## src/hdl/atmw_pkg.sv

```systemverilog
`timescale 1ns / 1ps
`default_nettype none

package atmw_pkg;

  // Window geometry
  localparam int WINDOW = 15;
  localparam int IDX_W  = $clog2(WINDOW);

  // Converter code and millivolt entry
  localparam int CODE_W      = 12;
  localparam int MV_W        = 13;
  localparam int SCALE_Q16   = 79201;  // 3300 / 4096 / 0.66666 in unsigned Q16
  localparam int SCALE_W     = 17;
  localparam int SCALE_SHIFT = 16;
  localparam int PROD_W      = CODE_W + SCALE_W;
  localparam int MV_MAX      = (((1 << CODE_W) - 1) * SCALE_Q16) >> SCALE_SHIFT;

  // Window sum and trimmed divide by reciprocal
  localparam int SUM_W        = $clog2(WINDOW * MV_MAX + 1);
  localparam int TRIM_DIV     = WINDOW - 2;
  localparam int RECIP_SHIFT  = 24;
  localparam int RECIP        = ((1 << RECIP_SHIFT) + TRIM_DIV - 1) / TRIM_DIV;
  localparam int RECIP_W      = RECIP_SHIFT + 1;
  localparam int QPROD_W      = SUM_W + RECIP_W;

  typedef logic [CODE_W-1:0] code_t;
  typedef logic [MV_W-1:0]   mv_t;
  typedef logic [IDX_W-1:0]  idx_t;
  typedef logic [SUM_W-1:0]  sum_t;

endpackage

`default_nettype wire

```

## src/hdl/atmw_if.sv

```systemverilog
`timescale 1ns / 1ps
`default_nettype none

interface atmw_in_if;
  logic                  valid;
  logic                  ready;
  logic [atmw_pkg::CODE_W-1:0] adc_code;

  modport source (output valid, output adc_code, input ready);
  modport sink   (input valid, input adc_code, output ready);
endinterface

interface atmw_out_if;
  logic                  valid;
  logic                  ready;
  logic [atmw_pkg::MV_W-1:0] filtered_mv;

  modport source (output valid, output filtered_mv, input ready);
  modport sink   (input valid, input filtered_mv, output ready);
endinterface

`default_nettype wire

```

## src/hdl/atmw_ram.sv

```systemverilog
`timescale 1ns / 1ps
`default_nettype none

module atmw_ram #(
  parameter int WIDTH = 8,
  parameter int DEPTH = 16
) (
  input  wire logic                     clk,
  input  wire logic                     we,
  input  wire logic [$clog2(DEPTH)-1:0] waddr,
  input  wire logic [WIDTH-1:0]         wdata,
  input  wire logic [$clog2(DEPTH)-1:0] raddr,
  output      logic [WIDTH-1:0]         rdata
);

  logic [WIDTH-1:0] mem [DEPTH];

  always_ff @(posedge clk) begin
    if (we) begin
      mem[waddr] <= wdata;
    end
    rdata <= mem[raddr];
  end

endmodule

`default_nettype wire

```

## src/hdl/adc_trimmed_mean_window.sv

```systemverilog
`timescale 1ns / 1ps
`default_nettype none
// An accepted word passes through S_WRITE, S_SWEEP, S_TRIM and S_DIV (which holds until the
//   result register is free) before its result is registered on out_ch. No new word is taken
//   until then; the sweep walks the sample memory, one read port, one entry per cycle.
// Reset: synchronous, active low; clears the ring valid bits (entries read as zero until
//   written), the write index and both handshakes. No clearing pass is needed.

module adc_trimmed_mean_window (
  input wire logic   clk,
  input wire logic   rst_n,
  atmw_in_if.sink    in_ch,
  atmw_out_if.source out_ch
);

  typedef enum logic [2:0] {
    S_IDLE,
    S_WRITE,
    S_SWEEP,
    S_TRIM,
    S_DIV
  } state_t;

  state_t state_r;

  // Input code held for the write cycle
  atmw_pkg::code_t code_r;

  // Ring bookkeeping: write pointer and per-entry valid bits
  atmw_pkg::idx_t                    wr_idx_r;
  logic [atmw_pkg::WINDOW-1:0]       vld_r;

  // Sweep control: issue address, pending read and its address
  atmw_pkg::idx_t rd_idx_r;
  logic           iss_done_r;
  logic           pend_r;
  atmw_pkg::idx_t paddr_r;

  // Running statistics
  atmw_pkg::sum_t sum_r;
  atmw_pkg::mv_t  max_r;
  atmw_pkg::mv_t  min_r;
  atmw_pkg::sum_t trim_r;

  // Result register
  logic          out_valid_r;
  atmw_pkg::mv_t out_mv_r;

  // Datapath
  logic [atmw_pkg::PROD_W-1:0]  scale_prod;
  atmw_pkg::mv_t                scaled_mv;
  atmw_pkg::mv_t                ram_q;
  atmw_pkg::mv_t                rd_val;
  atmw_pkg::sum_t               sum_nxt;
  atmw_pkg::mv_t                max_nxt;
  atmw_pkg::mv_t                min_nxt;
  logic [atmw_pkg::QPROD_W-1:0] qprod;
  logic                         ram_we;
  logic                         out_free;

  // Scale code to millivolts: (code * 79201) >> 16, truncated
  assign scale_prod = atmw_pkg::PROD_W'(code_r) * atmw_pkg::PROD_W'(atmw_pkg::SCALE_Q16);
  assign scaled_mv  = scale_prod[atmw_pkg::SCALE_SHIFT +: atmw_pkg::MV_W];

  assign ram_we = (state_r == S_WRITE);

  atmw_ram #(
    .WIDTH (atmw_pkg::MV_W),
    .DEPTH (atmw_pkg::WINDOW)
  ) u_ring (
    .clk   (clk),
    .we    (ram_we),
    .waddr (wr_idx_r),
    .wdata (scaled_mv),
    .raddr (rd_idx_r),
    .rdata (ram_q)
  );

  // Entries never written since reset count as zero
  assign rd_val = vld_r[paddr_r] ? ram_q : '0;

  always_comb begin
    sum_nxt = sum_r + atmw_pkg::SUM_W'(rd_val);
    max_nxt = (rd_val > max_r) ? rd_val : max_r;
    min_nxt = (rd_val < min_r) ? rd_val : min_r;
  end

  // Divide by WINDOW - 2 through a scaled reciprocal; exact for every reachable sum
  assign qprod = atmw_pkg::QPROD_W'(trim_r) *
                 atmw_pkg::QPROD_W'(atmw_pkg::RECIP_W'(atmw_pkg::RECIP));

  assign out_free = !out_valid_r || out_ch.ready;

  assign in_ch.ready        = (state_r == S_IDLE);
  assign out_ch.valid       = out_valid_r;
  assign out_ch.filtered_mv = out_mv_r;

  always_ff @(posedge clk) begin
    if (!rst_n) begin
      state_r     <= S_IDLE;
      wr_idx_r    <= '0;
      vld_r       <= '0;
      iss_done_r  <= 1'b0;
      pend_r      <= 1'b0;
      out_valid_r <= 1'b0;
    end else begin
      // Drop the result word once taken, unless S_DIV refills it this cycle
      if (out_valid_r && out_ch.ready && state_r != S_DIV) begin
        out_valid_r <= 1'b0;
      end

      case (state_r)
        S_IDLE: begin
          if (in_ch.valid) begin
            code_r  <= in_ch.adc_code;
            state_r <= S_WRITE;
          end
        end

        S_WRITE: begin
          // Store scaled sample, advance the ring pointer, arm the sweep
          vld_r[wr_idx_r] <= 1'b1;
          wr_idx_r        <= (wr_idx_r == atmw_pkg::IDX_W'(atmw_pkg::WINDOW - 1)) ?
                             '0 : wr_idx_r + 1'b1;
          rd_idx_r        <= '0;
          iss_done_r      <= 1'b0;
          pend_r          <= 1'b0;
          sum_r           <= '0;
          max_r           <= '0;
          min_r           <= '1;
          state_r         <= S_SWEEP;
        end

        S_SWEEP: begin
          // Issue one read per cycle; fold in the word that returns
          pend_r  <= !iss_done_r;
          paddr_r <= rd_idx_r;
          if (!iss_done_r) begin
            if (rd_idx_r == atmw_pkg::IDX_W'(atmw_pkg::WINDOW - 1)) begin
              iss_done_r <= 1'b1;
            end else begin
              rd_idx_r <= rd_idx_r + 1'b1;
            end
          end
          if (pend_r) begin
            sum_r <= sum_nxt;
            max_r <= max_nxt;
            min_r <= min_nxt;
            if (paddr_r == atmw_pkg::IDX_W'(atmw_pkg::WINDOW - 1)) begin
              state_r <= S_TRIM;
            end
          end
        end

        S_TRIM: begin
          // Remove one copy of the largest and one of the smallest entry
          pend_r  <= 1'b0;
          trim_r  <= sum_r - atmw_pkg::SUM_W'(max_r) - atmw_pkg::SUM_W'(min_r);
          state_r <= S_DIV;
        end

        S_DIV: begin
          // Hold until the result register is free
          if (out_free) begin
            out_mv_r    <= qprod[atmw_pkg::RECIP_SHIFT +: atmw_pkg::MV_W];
            out_valid_r <= 1'b1;
            state_r     <= S_IDLE;
          end
        end

        default: begin
          state_r <= S_IDLE;
        end
      endcase
    end
  end

`ifndef SYNTHESIS
  a_accept_to_write: assert property (@(posedge clk) disable iff (!rst_n)
    in_ch.valid && in_ch.ready |=> state_r == S_WRITE)
    else $error("accepted word did not start a ring write");

  a_result_range: assert property (@(posedge clk) disable iff (!rst_n)
    out_valid_r |-> out_mv_r <= atmw_pkg::MV_W'(atmw_pkg::MV_MAX))
    else $error("filtered value above full-scale millivolts");

  a_wr_idx_range: assert property (@(posedge clk) disable iff (!rst_n)
    wr_idx_r <= atmw_pkg::IDX_W'(atmw_pkg::WINDOW - 1))
    else $error("ring write index out of window");

  a_pend_in_sweep: assert property (@(posedge clk) disable iff (!rst_n)
    pend_r |-> state_r == S_SWEEP)
    else $error("memory read returned outside the sweep");

  a_write_sets_valid: assert property (@(posedge clk) disable iff (!rst_n)
    state_r == S_WRITE |=> vld_r[$past(wr_idx_r)])
    else $error("written ring entry not marked valid");
`endif

endmodule

`default_nettype wire
```

## src/flat_wrapper.sv

```systemverilog
// flat-port wrapper written by rule: the top's interface ports become plain ports
module adc_trimmed_mean_window_flat 
  (clk, rst_n, in_ch_valid, in_ch_adc_code, in_ch_ready, out_ch_valid, out_ch_filtered_mv, out_ch_ready);
  atmw_in_if in_ch_i ();
  atmw_out_if out_ch_i ();
  input wire logic clk;
  input wire logic rst_n;
  input wire logic [$bits(in_ch_i.valid)-1:0] in_ch_valid;
  input wire logic [$bits(in_ch_i.adc_code)-1:0] in_ch_adc_code;
  output wire logic [$bits(in_ch_i.ready)-1:0] in_ch_ready;
  output wire logic [$bits(out_ch_i.valid)-1:0] out_ch_valid;
  output wire logic [$bits(out_ch_i.filtered_mv)-1:0] out_ch_filtered_mv;
  input wire logic [$bits(out_ch_i.ready)-1:0] out_ch_ready;
  assign in_ch_i.valid = in_ch_valid;
  assign in_ch_i.adc_code = in_ch_adc_code;
  assign in_ch_ready = in_ch_i.ready;
  assign out_ch_valid = out_ch_i.valid;
  assign out_ch_filtered_mv = out_ch_i.filtered_mv;
  assign out_ch_i.ready = out_ch_ready;
  adc_trimmed_mean_window u_core (.clk(clk), .rst_n(rst_n), .in_ch(in_ch_i), .out_ch(out_ch_i));
endmodule
```

## config.mk

```make
export PLATFORM = sky130hd
export DESIGN_NAME = adc_trimmed_mean_window_flat
export DESIGN_NICKNAME = d
export VERILOG_FILES = /design/src/hdl/atmw_pkg.sv /design/src/hdl/atmw_if.sv /design/src/hdl/atmw_ram.sv /design/src/hdl/adc_trimmed_mean_window.sv /design/src/flat_wrapper.sv
export SDC_FILE = /design/constraint.sdc
export NUM_CORES = 1
export LEC_CHECK = 0
export ABC_AREA = 1
export BUFFER_PORTS_ARGS = -buffer_cell sky130_fd_sc_hd__buf_4
export CAP_MARGIN = 40
export CORE_AREA = 2 2 248 250
export DETAILED_ROUTE_END_ITERATION = 10
export DIE_AREA = 0 0 250 252
export PLACE_DENSITY = 0.63
export SYNTH_ARGS = -nofsm -noshare
export SYNTH_HDL_FRONTEND = slang
export SYNTH_HIERARCHICAL = 1
export SYNTH_SLANG_ARGS = --single-unit
```

## constraint.sdc

```tcl
create_clock -name clk -period 6.4 [get_ports clk]
set_clock_uncertainty 0.15 [all_clocks]
set_input_delay 0 -clock clk [delete_from_list [all_inputs] [get_ports clk]]
set_output_delay 0 -clock clk [all_outputs]
set_load 0.01 [all_outputs]
```

==> reports/metrics.yaml <==
fin_crit_sh_pct: 92.2
cp.required_ps: 6550
crit_path_start: "u_core/trim_r[14]"
fin_ws_ps: 501
clk_pin_slew_ps: 60
synth_compound_area_share_pct: 5.63
synth_xor_area_share_pct: 1.39
hold_path.class: "primary input to flip-flop"
fin_util_pct: 44.7
async_flop_share_pct: 0
netlist.area_leader.share_pct: 36.1
synth_nets: 3000
cts-root-buf: "clkbuf_16"
grt_pass1_vias: 17500
cp-start-kind: "flip-flop"
ys.flop_type: "edfxtp_1"
ctsResizeCount: 0
drc: 0
core_sq_um: 60100
p_leak_uw: 0.0128
yosysSeqAreaShare_pct: 39.2
syn_area_per_cell_sq_um: 9.46
nets: 3085
grt_max_degree: 72
antenna_found_initial: 0
dp_hpwl_microns: 43000
synth.area.top_cells: "edfxtp_1 (36%), ha_1 (15%), fa_1 (13%), nand2_1 (9.2%), inv_1 (7.8%)"
top_layer: "met4"
hold_viol: 0
grt_overflow: 0
synth_mux_area_share_pct: 0
yosys.area_share.simple_pct: 16.0
die_x_microns: 250
synth-edff-count: 288
viasPerCell: 4.96
syn_to_final_growth_pct: 12.1
crit_fanout: 8
fillers: 5702
fin_setup_tns_ps: 0
io_pins: 31
rsz0062_at_grt: "false"
cts_hold_buf: 25
grt_pass1_wl_microns: 91200
final_common_cell: "nand2_1"
r2r_cells: 21
drt_first_pass_iters: 5
dieArea_sq_um: 63000
ys_ff_latch: 326
synth_top_family_by_area: "adder cells"
netlist_instances: 2536
dpl-instance-area_sq_um: 25400
wl_met2_microns: 28600
dp_slack_ps: 505
start_util_pct: 39.9
wl_met1_microns: 24300
post-cts-setup-buffer-count: 0
crit_type: "flip-flop to flip-flop"
cts_buffers: 36
final_cell_mix: "nand2_1 (585), inv_1 (501), edfxtp_1 (288)"
r2r_start: "u_core/trim_r[14]"
clk_latency_ps: 550
drtAntennaViolNets: 0
relSlewSlack_pct: 38.5
tightest_slew_ps: 919
hp-start: "in_ch_adc_code[5]"
row_count: 90
whs_path_depth: 2
rr_endpoint: "u_core/out_ch.filtered_mv[10]"
vias: 17000
wl_met3_microns: 2400
post_drt_wl_per_cell_microns: 16.5
port_buffers: 30
synth_cell_type_count: 52
clock-sinks: 326
slew_viol_final: 0
p_per_area_nw_per_um2: 572
synth_area_sq_um: 24000
wl_microns: 56800
htree_levels: 2
clock_path_buffers: 3
drt_iter0_drc: 1010
yosysTopAreaCell: "edfxtp_1"
synth_fa_ha_area_share_pct: 28.4
fp.dieH_microns: 252
finalCriticalPeriod_ps: 5900
antennaDiodeCount: 0
track_usage_pct: 18.3
max_freq_mhz: 170
cts_tree: "yes"
irDropWorstVdd_mv: 0.724
setup_violations: 0
finalWeightedCongestion: 0.920
final_area_sq_um: 26900
hold_path_end: "u_core/code_r[5]"
r2r_slack_ps: 500
crit_arrival_ps: 6050
yosys_warnings: 6
end_kind: "flip-flop"
drv_cap: 0
status: "completed"
layout-drive-gt1-share_pct: 6.46
[cell usage after synthesis, types with 6 or more instances]
master	count
a31oi_1	6
xnor2_1	10
nand3_1	157
dfxtp_1	38
buf_6	9
o21ai_0	59
ha_1	287
fa_1	161
xor2_1	28
inv_1	501
a21o_1	9
a211oi_1	8
edfxtp_1	288
nor4_1	6
o21a_1	12
nor2_1	128
buf_2	20
nand4_1	11
nor3_1	25
a21oi_1	120
buf_4	10
nand2_1	585
[worst max-delay path: stages (launching register included)]
cell and delay, ps:
edfxtp_1 560, fa_1 650, inv_1 110, fa_1 500, fa_1 520, inv_1 60
fa_1 450, fa_1 510, inv_1 50, fa_1 530, inv_1 50, ha_1 320
a21oi_1 200, nor2_1 60, nor2_1 180, nor2_1 60, nor2_1 180, nor2_1 60
a211oi_1 250, nand2_1 90, nand2_1 60, nand2_1 40
[where the power goes]
group / switching (uW) / leakage (uW) / internal [uW] / total, uW
logic: 5970 / 0.00927 / 2950 / 8920
clock network: 873 / 0.000604 / 1300 / 2170
registers: 109 / 0.00291 / 4190 / 4300
[layout make-up]
class | count | area (sq um) | share of cell area, %
Multi-Input combinational cell | 1655 | 12500 | 46.3
Timing Repair Buffer | 94 | 886 | 3.29
Inverter | 508 | 1910 | 7.11
Clock inverter | 21 | 264 | 0.982
Sequential cell | 326 | 9410 | 35.0
Tap cell | 782 | 978 | 3.64
Clock buffer | 45 | 976 | 3.63
[cell families (layout without fill, tap and decap cells)]
kind of cell,after synthesis,in the layout
AND/OR/NAND/NOR,931,931
adder cells (fa/ha/maj),448,448
buffers and inverters,555,668
AO/OA/AOI/OAI,238,238
flip-flops,326,326
XOR/XNOR,38,38
[metal layers]
metal  track usage [%]  up-vias
met5                 0        -
met4              5.70        0
met3              2.43       87
met2              32.9      353
met1              22.7     8224
li1                  -     8351
[state kept, by name (all words and copies together) (netlist names)]
signal	cells
u_core/u_ring/mem	195
u_core/sum_r	17
u_core/trim_r	17
u_core/vld_r	15
u_core/max_r	13
u_core/min_r	13
u_core/out_ch.filtered_mv	13
u_core/u_ring/rdata	13
u_core/code_r	12
u_core/paddr_r	4
u_core/rd_idx_r	4
u_core/wr_idx_r	4
u_core/state_r	3
u_core/iss_done_r	1
u_core/out_ch.valid	1
u_core/pend_r	1
[worst max-delay path by stage]
stage	slack, ps	cells after the start	to
floorplan	950	19	u_core/out_ch.filtered_mv[7]
global placement	590	21	u_core/out_ch.filtered_mv[10]
detailed placement	510	21	u_core/out_ch.filtered_mv[10]
CTS	500	21	u_core/out_ch.filtered_mv[10]
global route	40	21	u_core/out_ch.filtered_mv[10]
finish	500	21	u_core/out_ch.filtered_mv[10]
[metrics by stage]
stage | hold slack, ps | cells | power (uW)
5_1_grt | 7.33 | 3431 | 16700
2_1_floorplan | -52.4 | 2536 | 10300
3_3_place_gp | 27.9 | 3324 | 13000
6_report | 16.0 | 3431 | 15400
4_1_cts | 0.831 | 3431 | 15500
3_5_place_dp | 29.4 | 3340 | 13200
Power figures use the tool's default switching activity.
